$ cat src/hdl/rrl_pkg.sv
// ----------------------------------------------------------------------------
// rrl_pkg: types and constants for the rectangle region lookup
// Beat layouts, table entry layout, op and status codes.
// ----------------------------------------------------------------------------
package rrl_pkg;

   localparam int MAX_SECTORS_DEF = 64;

   localparam logic [1:0] OP_LOAD  = 2'd0;
   localparam logic [1:0] OP_QUERY = 2'd1;
   localparam logic [1:0] OP_CLEAR = 2'd2;

   localparam logic [1:0] ST_OK   = 2'd0;
   localparam logic [1:0] ST_FULL = 2'd1;
   localparam logic [1:0] ST_ZERO = 2'd2;

   localparam logic [3:0] LOC_NORTH = 4'd1;
   localparam logic [3:0] LOC_SOUTH = 4'd2;
   localparam logic [3:0] LOC_EAST  = 4'd4;
   localparam logic [3:0] LOC_WEST  = 4'd8;

   typedef struct packed {
      logic [1:0] op;
      logic [7:0] pos_x;
      logic [7:0] pos_y;
      logic [7:0] width;
      logic [7:0] height;
      logic [7:0] sample_id;
   } req_type;

   typedef struct packed {
      logic [1:0] status;
      logic       hit_stored;
      logic [7:0] sector_sample;
      logic [3:0] sub_location;
   } rsp_type;

   typedef struct packed {
      logic [7:0] x;
      logic [7:0] y;
      logic [7:0] w;
      logic [7:0] h;
      logic [7:0] sam;
   } entry_type;

   localparam entry_type CATCH_ALL = '{x: 8'd0, y: 8'd0, w: 8'd255, h: 8'd255, sam: 8'd0};

endpackage

$ cat src/hdl/rect_region_lookup_sublocation.sv
// ----------------------------------------------------------------------------
// rect_region_lookup_sublocation: area-sorted rectangle table with point lookup
// Load inserts in area order; query returns the first holding rectangle, or the
// catch-all if none, with its 3x3 sub-location code; clear empties the table.
// ----------------------------------------------------------------------------
//  channel   dir   handshake              payload
//  req       in    req_valid/req_ready    req_data  (rrl_pkg::req_type)
//  rsp       out   rsp_valid/rsp_ready    rsp_data  (rrl_pkg::rsp_type)
//
//  Load: writes straight into an empty table, else walks down from the top
//  entry; one table entry read and one written per cycle on the table memory.
//  Query: one entry compared per cycle, from entry 0 upward.
//  Clear and zero-area/full loads go straight to the response. One item at a time.
//  Reset empties the table; entry contents are not cleared.
//  A stalled rsp beat holds the block after its work is done.
// ----------------------------------------------------------------------------
module rect_region_lookup_sublocation #(
   parameter int MAX_SECTORS = rrl_pkg::MAX_SECTORS_DEF
) (
   input  logic             clock,
   input  logic             reset,
   input  logic             req_valid,
   output logic             req_ready,
   input  rrl_pkg::req_type req_data,
   output logic             rsp_valid,
   input  logic             rsp_ready,
   output rrl_pkg::rsp_type rsp_data
);
   import rrl_pkg::*;

   localparam int AW = (MAX_SECTORS > 1) ? $clog2(MAX_SECTORS) : 1;
   localparam int CW = $clog2(MAX_SECTORS + 1);

   localparam logic [2:0] S_IDLE = 3'd0;
   localparam logic [2:0] S_INS  = 3'd1;
   localparam logic [2:0] S_PUT  = 3'd2;
   localparam logic [2:0] S_QRY  = 3'd3;
   localparam logic [2:0] S_CODE = 3'd4;
   localparam logic [2:0] S_DONE = 3'd5;

   entry_type sector_table_ff [MAX_SECTORS];
   entry_type rd_ent_ff;

   logic [2:0]    state_ff, state_in;
   logic [CW-1:0] cnt_ff, cnt_in;
   logic [AW-1:0] idx_ff, idx_in;
   req_type       item_ff, item_in;
   logic [15:0]   area_ff, area_in;
   entry_type     match_ff, match_in;
   logic          hit_ff, hit_in;
   rsp_type       res_ff, res_in;
   rsp_type       rsp_ff, rsp_in;
   logic          rsp_valid_ff, rsp_valid_in;

   logic [AW-1:0] rd_addr;
   logic          wr_en;
   logic [AW-1:0] wr_addr;
   entry_type     wr_data;

   logic [CW-1:0] cnt_dec;
   logic [CW-1:0] idx_inc;
   logic [15:0]   req_area;
   logic [15:0]   ent_area;
   logic          ent_holds;
   entry_type     req_ent;
   entry_type     item_ent;
   logic [7:0]    dx, dy;
   logic [9:0]    dx3, dy3;
   logic [3:0]    code;

   assign cnt_dec  = cnt_ff - 1'b1;
   assign idx_inc  = CW'(idx_ff) + CW'(1);
   assign req_area = 16'(req_data.width) * 16'(req_data.height);
   assign ent_area = 16'(rd_ent_ff.w) * 16'(rd_ent_ff.h);
   assign ent_holds = (item_ff.pos_x >= rd_ent_ff.x) && (item_ff.pos_y >= rd_ent_ff.y)
      && ({1'b0, item_ff.pos_x} <= {1'b0, rd_ent_ff.x} + {1'b0, rd_ent_ff.w})
      && ({1'b0, item_ff.pos_y} <= {1'b0, rd_ent_ff.y} + {1'b0, rd_ent_ff.h});

   assign req_ent  = '{x: req_data.pos_x, y: req_data.pos_y, w: req_data.width,
                       h: req_data.height, sam: req_data.sample_id};
   assign item_ent = '{x: item_ff.pos_x, y: item_ff.pos_y, w: item_ff.width,
                       h: item_ff.height, sam: item_ff.sample_id};

   // sub-location against one and two thirds, exact
   assign dx  = item_ff.pos_x - match_ff.x;
   assign dy  = item_ff.pos_y - match_ff.y;
   assign dx3 = {1'b0, dx, 1'b0} + {2'b00, dx};
   assign dy3 = {1'b0, dy, 1'b0} + {2'b00, dy};

   always_comb begin
      code = 4'd0;
      if (dx3 <= {2'b00, match_ff.w}) begin
         code = code | LOC_WEST;
      end else if (dx3 >= {1'b0, match_ff.w, 1'b0}) begin
         code = code | LOC_EAST;
      end
      if (dy3 <= {2'b00, match_ff.h}) begin
         code = code | LOC_NORTH;
      end else if (dy3 >= {1'b0, match_ff.h, 1'b0}) begin
         code = code | LOC_SOUTH;
      end
   end

   assign req_ready = (state_ff == S_IDLE);
   assign rsp_valid = rsp_valid_ff;
   assign rsp_data  = rsp_ff;

   always_comb begin
      state_in     = state_ff;
      cnt_in       = cnt_ff;
      idx_in       = idx_ff;
      item_in      = item_ff;
      area_in      = area_ff;
      match_in     = match_ff;
      hit_in       = hit_ff;
      res_in       = res_ff;
      rsp_in       = rsp_ff;
      rsp_valid_in = rsp_valid_ff;
      rd_addr      = idx_ff;
      wr_en        = 1'b0;
      wr_addr      = idx_ff;
      wr_data      = item_ent;

      if (rsp_valid_ff && rsp_ready) begin
         rsp_valid_in = 1'b0;
      end

      case (state_ff)
         S_IDLE: begin
            rd_addr = '0;
            if (req_valid) begin
               item_in = req_data;
               area_in = req_area;
               res_in  = '0;
               hit_in  = 1'b0;
               state_in = S_DONE;
               case (req_data.op)
                  OP_LOAD: begin
                     rd_addr = cnt_dec[AW-1:0];
                     idx_in  = cnt_dec[AW-1:0];
                     if (req_area == 16'd0) begin
                        res_in.status = ST_ZERO;
                     end else if (cnt_ff >= CW'(MAX_SECTORS)) begin
                        res_in.status = ST_FULL;
                     end else if (cnt_ff == '0) begin
                        wr_en   = 1'b1;
                        wr_addr = '0;
                        wr_data = req_ent;
                        cnt_in  = cnt_ff + 1'b1;
                     end else begin
                        state_in = S_INS;
                     end
                  end
                  OP_QUERY: begin
                     idx_in = '0;
                     if (cnt_ff == '0) begin
                        match_in = CATCH_ALL;
                        state_in = S_CODE;
                     end else begin
                        state_in = S_QRY;
                     end
                  end
                  OP_CLEAR: begin
                     cnt_in = '0;
                  end
                  default: begin
                  end
               endcase
            end
         end
         S_INS: begin
            rd_addr = idx_ff - 1'b1;
            wr_addr = idx_ff + 1'b1;
            if (ent_area > area_ff) begin
               wr_en   = 1'b1;
               wr_data = rd_ent_ff;
               if (idx_ff == '0) begin
                  state_in = S_PUT;
               end else begin
                  idx_in = idx_ff - 1'b1;
               end
            end else begin
               wr_en    = 1'b1;
               cnt_in   = cnt_ff + 1'b1;
               state_in = S_DONE;
            end
         end
         S_PUT: begin
            wr_en    = 1'b1;
            wr_addr  = '0;
            cnt_in   = cnt_ff + 1'b1;
            state_in = S_DONE;
         end
         S_QRY: begin
            rd_addr = idx_ff + 1'b1;
            if (ent_holds) begin
               match_in = rd_ent_ff;
               hit_in   = 1'b1;
               state_in = S_CODE;
            end else if (idx_inc == cnt_ff) begin
               match_in = CATCH_ALL;
               state_in = S_CODE;
            end else begin
               idx_in = idx_ff + 1'b1;
            end
         end
         S_CODE: begin
            res_in.status        = ST_OK;
            res_in.hit_stored    = hit_ff;
            res_in.sector_sample = match_ff.sam;
            res_in.sub_location  = code;
            state_in = S_DONE;
         end
         S_DONE: begin
            if (!rsp_valid_ff || rsp_ready) begin
               rsp_in       = res_ff;
               rsp_valid_in = 1'b1;
               state_in     = S_IDLE;
            end
         end
         default: begin
            state_in = S_IDLE;
         end
      endcase
   end

   always_ff @(posedge clock) begin
      if (wr_en) begin
         sector_table_ff[wr_addr] <= wr_data;
      end
      rd_ent_ff <= sector_table_ff[rd_addr];
   end

   always_ff @(posedge clock) begin
      if (reset) begin
         state_ff     <= S_IDLE;
         cnt_ff       <= '0;
         rsp_valid_ff <= 1'b0;
      end else begin
         state_ff     <= state_in;
         cnt_ff       <= cnt_in;
         rsp_valid_ff <= rsp_valid_in;
      end
   end

   always_ff @(posedge clock) begin
      idx_ff   <= idx_in;
      item_ff  <= item_in;
      area_ff  <= area_in;
      match_ff <= match_in;
      hit_ff   <= hit_in;
      res_ff   <= res_in;
      rsp_ff   <= rsp_in;
   end

   a_cnt_bound: assert property (@(posedge clock) disable iff (reset)
      cnt_ff <= CW'(MAX_SECTORS))
      else $error("sector count above table depth");

   a_busy_after_accept: assert property (@(posedge clock) disable iff (reset)
      (req_valid && req_ready) |=> !req_ready)
      else $error("ready high right after an accepted beat");

   a_catch_all_sample: assert property (@(posedge clock) disable iff (reset)
      rsp_valid |-> (rsp_data.hit_stored || rsp_data.sector_sample == 8'd0))
      else $error("catch-all answer with nonzero sample");

   a_code_exclusive: assert property (@(posedge clock) disable iff (reset)
      rsp_valid |-> (!(rsp_data.sub_location[0] && rsp_data.sub_location[1])
                     && !(rsp_data.sub_location[2] && rsp_data.sub_location[3])))
      else $error("sub-location has opposite directions set");

endmodule
$ cat config.mk
export PLATFORM = sky130hd
export DESIGN_NAME = rect_region_lookup_sublocation
export DESIGN_NICKNAME = d
export VERILOG_FILES = /design/src/hdl/rrl_pkg.sv /design/src/hdl/rect_region_lookup_sublocation.sv
export SDC_FILE = /design/constraint.sdc
export NUM_CORES = 2
export LEC_CHECK = 0
export BUFFER_PORTS_ARGS = -buffer_cell sky130_fd_sc_hd__buf_2
export CORE_MARGIN = 1
export CORE_UTILIZATION = 60
export DETAILED_ROUTE_END_ITERATION = 10
export PLACE_DENSITY = 0.76
export SYNTH_ARGS = -nofsm -noshare
export SYNTH_HDL_FRONTEND = slang
export SYNTH_SLANG_ARGS = --single-unit
$ cat constraint.sdc
create_clock -name clock -period 18 [get_ports clock]
set_clock_uncertainty 0.05 [all_clocks]
set_input_delay 0.9 -clock clock [delete_from_list [all_inputs] [get_ports clock]]
set_output_delay 0.9 -clock clock [all_outputs]
set_load 0.02 [all_outputs]
Word level (Yosys, flattened, before mapping)
Memory sizes are Yosys's and may differ from the RTL's. A register that Yosys moved wholly into a read port is not among the register bits.
Cells that the tools add are included.
{"block": "word_totals", "ram_bits": 2560, "n_memories": 1, "output_inout_bits": 17, "regBits": 144}
{"name": "sector_table_ff", "depth": 64, "word_bits": 40, "read_ports": 1, "rd_clocked_by_memory_dff": 1, "write_ports": 1, "line": "rect_region_lookup_sublocation.sv:41", "source": "entry_type sector_table_ff [MAX_SECTORS];"}
{"block": "op_classes", "n_addsub": 11, "multipliers": 2, "n_eq_ne": 25, "muxes": 71, "n_lt_le_gt_ge": 10, "n_reduce_logical": 25}
{"op": "$mux 40", "count": 11}
{"op": "$pmux 40 s2", "count": 2}
{"op": "$mux 6", "count": 12}
{"op": "$pmux 6 s3", "count": 3}
{"op": "$mux 7", "count": 5}
{"op": "$mux 3", "count": 11}
{"op": "$mul 8x8->16", "count": 2}
{"op": "$pmux 15 s2", "count": 1}
{"op": "$pmux 7 s3", "count": 1}
{"op": "$add 9x8->10", "count": 2}
{"op": "$ge 10x9->1", "count": 2}
{"op": "$le 10x8->1", "count": 2}
{"op": "$add 8x8->9", "count": 2}
{"op": "$le 8x9->1", "count": 2}
{"op": "$ge 8x8->1", "count": 2}
{"op": "$gt 16x16->1", "count": 1}
{"op": "$logic_not 16->1", "count": 1}
{"op": "$ne 2x2->1 const B", "count": 8}
{"op": "$sub 8x8->8", "count": 2}
{"op": "$mux 15", "count": 1}
{"op": "$ne 3x3->1 const B", "count": 5}
{"op": "$pmux 3 s5", "count": 1}
{"op": "$pmux 7 s2", "count": 1}
{"op": "$reduce_and 7->1", "count": 2}
{"op": "other kinds (33)", "count": 62}

Logic depth before layout (Yosys ltp)
{"block": "depth", "depth_word": 9, "depth_mapped": 28}

Worst setup path after synthesis
OpenSTA, ideal clock, no wires.
{"block": "synth_timing", "kind": "input-to-reg", "start": "in req_data[10] in the netlist's numbering", "end": "mem sector_table_ff[15][0] in the netlist's numbering, enable pin", "stages": 18, "arrival_time_ps": 7636, "setup_slack_ps": 9877, "path_cell_list": "and2_1 fa_1 fa_1 fa_1 inv_1 fa_1 inv_1 ha_1 a2111oi_2 o21ai_1 and3_1 a311o_1 or4_4 o41ai_4 o211ai_1 or3_1 buf_2 nor2_1"}
{"block": "synth_between", "elab_chain_len": 8}
{"element": "start: declaration", "line": "rect_region_lookup_sublocation.sv:24", "source": "input rrl_pkg::req_type req_data,"}
{"element": "$mul 8x8->16 (*)", "line": "rect_region_lookup_sublocation.sv:73", "source": "assign req_area = 16'(req_data.width) * 16'(req_data.height);"}
{"element": "net req_area[12]", "line": "rect_region_lookup_sublocation.sv:62", "source": "logic [15:0] req_area;"}
{"element": "$logic_not 16->1 (*)", "line": "rect_region_lookup_sublocation.sv:141", "source": "if (req_area == 16'd0) begin"}
{"element": "$mux 1", "line": "rect_region_lookup_sublocation.sv:141"}
{"element": "$mux 1", "line": "rect_region_lookup_sublocation.sv:137", "source": "case (req_data.op)"}
{"element": "$mux 1", "line": "rect_region_lookup_sublocation.sv:131", "source": "if (req_valid) begin"}
{"element": "$pmux 1 s2", "line": "rect_region_lookup_sublocation.sv:128", "source": "case (state_ff)"}
{"element": "$mux 1", "line": "rect_region_lookup_sublocation.sv:228", "source": "if (wr_en) begin"}
{"element": "$mux 1 (implied by the code)", "line": "rect_region_lookup_sublocation.sv:229", "source": "sector_table_ff[wr_addr] <= wr_data;"}
{"element": "end: declaration", "line": "rect_region_lookup_sublocation.sv:41"}
The timed path passes the listed nets; every way through them passes the cells marked *.

==> impl_metrics.env <==
export IMPL_wl_per_cell_um=26.8
export IMPL_portBuffers=62
export IMPL_dieArea_mm2=0.198
export IMPL_use_met3_pct=6.73
export IMPL_routed_wl_um=302000
export IMPL_yosys_warnings=0
export IMPL_first_iter_violations=10325
export IMPL_syn_inst=8550
export IMPL_syn_area_mm2=0.117
export IMPL_finalHoldViolCount=0
export IMPL_slew_headroom_pct=7.82
export IMPL_status="finished clean"
export IMPL_insertion_delay_ps=930
export IMPL_period_needed_ps=8920
export IMPL_cp_start_kind="flip-flop"
export IMPL_setup_violations=0
export IMPL_initial_core_util_pct=60.4
export IMPL_clockRootBuffer="clkbuf_16"
export IMPL_syn_area_per_cell_um2=13.7
export IMPL_seq_area_frac_synth_pct=69.7
export IMPL_die_y_um=444
export IMPL_path_max_fanout=64
export IMPL_syn_nets=8880
export IMPL_antenna_found_initial=9
export IMPL_period_share_pct=49.5
export IMPL_core_area_mm2=0.195
export IMPL_hpwl_um=169000
export IMPL_cts_tree="done"
export IMPL_antenna_left=0
export IMPL_drc_errors=0
export IMPL_ys_types=85
export IMPL_synth_flop_cell="edfxtp_1"
export IMPL_grt_util_met2_pct=47.6
export IMPL_arrival_ps=9390
export IMPL_path_class="reg2reg"
export IMPL_hp_class="in2reg"
export IMPL_worstSetupEndpointType="flip-flop"
export IMPL_slew_violations=0
export IMPL_grt_busiest_layer="met2"
export IMPL_synth_edf_count=2693
export IMPL_fin_tns_setup_ps=0
export IMPL_grt_overflow=0
export IMPL_grt_use_met1_pct=41.1
export IMPL_routabilityCongestion=0.957
export IMPL_worst_slew_pin_slew_ps=1380
export IMPL_grt_max_degree=187
export IMPL_post_cts_buffers=0
export IMPL_rows=162
export IMPL_grt_first_pass_wirelength_um=447000
export IMPL_cts_buffers=283
export IMPL_ios=63
export IMPL_fmax_mhz=112
export IMPL_drv_cap=0
export IMPL_cts_max_level=5
export IMPL_crit_required_ps=18480
export IMPL_hold_buffers=0
export IMPL_vias=72783
export IMPL_post_cts_resized=0
export IMPL_drive_gt1_share_pct=8.50
export IMPL_dr_pass1_iters=9
export IMPL_track_usage_pct=30.4
export IMPL_clockBufferDepth=4
export IMPL_rsz0062_at_grt="no"
export IMPL_area_growth_pct=10.4
export IMPL_grt_pass1_vias=71162
export IMPL_fp_dieW_um=444
export IMPL_clkTransAtPathRegs_ps=60
export IMPL_viasPerCell=6.44
export IMPL_final_nets=8881
export IMPL_ys_ff_latch=2744
export IMPL_numClockSinks=2744
export IMPL_synth_async_sr_flop_share_pct=0
critical path, stage by stage, from the launching register on:
cell and delay, ps:
dfxtp_1 590, nand2_1 140, fa_1 450, fa_1 480
fa_1 540, inv_1 50, fa_1 430, ha_1 330
a21oi_1 220, o21bai_1 90, a21oi_1 220, nor2b_1 100
o2111ai_1 180, nand2_1 100, o41ai_1 320, xnor2_1 110
ha_1 310, nand4_1 120, or3_1 330, or2_2 350
nand2_1 610, nor2_1 170, o21ai_4 550, buf_4 450
a221o_2 1120
cell usage in the layout (no fill, tap or decap), drive strengths merged, types with 33 or more instances in the layout:
cell type and instances:
nor3 62, edfxtp 2693, clkbuf 355, xnor2 52, and2 130, buf 224, nand2b 33, fa 78
mux2i 859, nor2 135, dfxtp 51, nand2 1746, clkinv 100, inv 208, a31oi 80, o22ai 35
and3 131, o21ai 64, ha 206, a311oi 159, a221o 52, nand3 871, a21oi 101
per-stage QoR:
step                      std cells  setup slack [ps]  hold WS, ps  area, um^2  util, %
after floorplan                8550              9880          350      117000        -
after global placement        10808              9350          354      121000     62.1
after detailed placement      10808              9170          355      121000     62.1
after CTS                     11291              9250         87.9      130000     66.7
after global routing          11291              8570          119      130000     66.7
final                         11294              9080          132      130000     66.7
synthesized netlist by cell type, types with 29 or more instances:
| master | count | area (um^2) |
|---|---|---|
| edfxtp_1 | 2693 | 80900 |
| nand2_1 | 1746 | 6550 |
| nand3_1 | 871 | 4360 |
| mux2i_1 | 859 | 8600 |
| clkbuf_1 | 310 | 1160 |
| ha_1 | 206 | 2580 |
| inv_1 | 203 | 762 |
| a311oi_1 | 159 | 1390 |
| and3_1 | 131 | 820 |
| and2_1 | 130 | 813 |
| nor2_1 | 127 | 477 |
| buf_2 | 117 | 586 |
| a21oi_1 | 101 | 505 |
| a31oi_1 | 79 | 494 |
| fa_1 | 78 | 1560 |
| buf_1 | 76 | 285 |
| nor3_1 | 61 | 305 |
| o21ai_0 | 60 | 300 |
| a221o_1 | 52 | 521 |
| xnor2_1 | 52 | 455 |
| dfxtp_1 | 51 | 1020 |
| o22ai_1 | 34 | 213 |
| nand2b_1 | 33 | 206 |
| a32o_1 | 29 | 290 |
| o21a_1 | 29 | 218 |
final timing paths:
check                          startpoint                           endpoint  slack, ps  cells past startpoint
hold / removal               req_data[39]             item_ent[39]$_DFFE_PP_        130                      1
hold reg to reg   res_ff[7]$_SDFFCE_PN0P_              rsp_data[7]$_DFFE_PP_        370                      0
setup / recovery    rd_ent_ff[19]$_DFF_P_  sector_table_ff[16][38]$_DFFE_PP_       9080                     24
setup reg to reg    rd_ent_ff[19]$_DFF_P_  sector_table_ff[16][38]$_DFFE_PP_       9080                     24
layer usage:
| metal | routed length, um | vias to the layer above |
|---|---|---|
| li1 | - | 31713 |
| met1 | 113000 | 35981 |
| met2 | 141000 | 4320 |
| met3 | 33700 | 765 |
| met4 | 14200 | 4 |
| met5 | 26 | - |
flip-flops by register name (all words and copies together) (netlist names):
| register | flops |
|---|---|
| area_ff | 16 |
| cnt_ff | 7 |
| hit_ff | 1 |
| idx_ff | 6 |
| item_ent | 40 |
| match_ff | 40 |
| rd_ent_ff | 40 |
| res_ff | 15 |
| rsp_data | 15 |
| rsp_valid | 1 |
| sector_table_ff | 2560 |
| state_ff | 3 |
cells by family (layout without fill, tap and decap cells):
group                      Yosys count  after routing  synth area share [%]
xor gates and xnor gates            74             74                 0.577
AOI/OAI and AO/OA                  681            681                  4.32
adders and majority gates          284            284                  3.52
other                                0              3                     0
and+or+nand+nor                   3193           3193                  12.1
DFF                               2744           2744                  69.7
muxes                              861            861                  7.35
buffers and inverters              713            912                  2.42
final cells by class:
type,instances,area [um^2]
antenna,3,7.51
sequential,2744,81900
clock buffer,355,7630
clock inverter,128,1160
inverter,205,769
fill,13087,64900
multi-input combinational,5093,33400
timing repair buffer,224,1700
tap,2542,3180
Power is left out: the tool's default activity adds up to more than one toggle a clock period on the data nets, which glitch-free logic cannot reach.
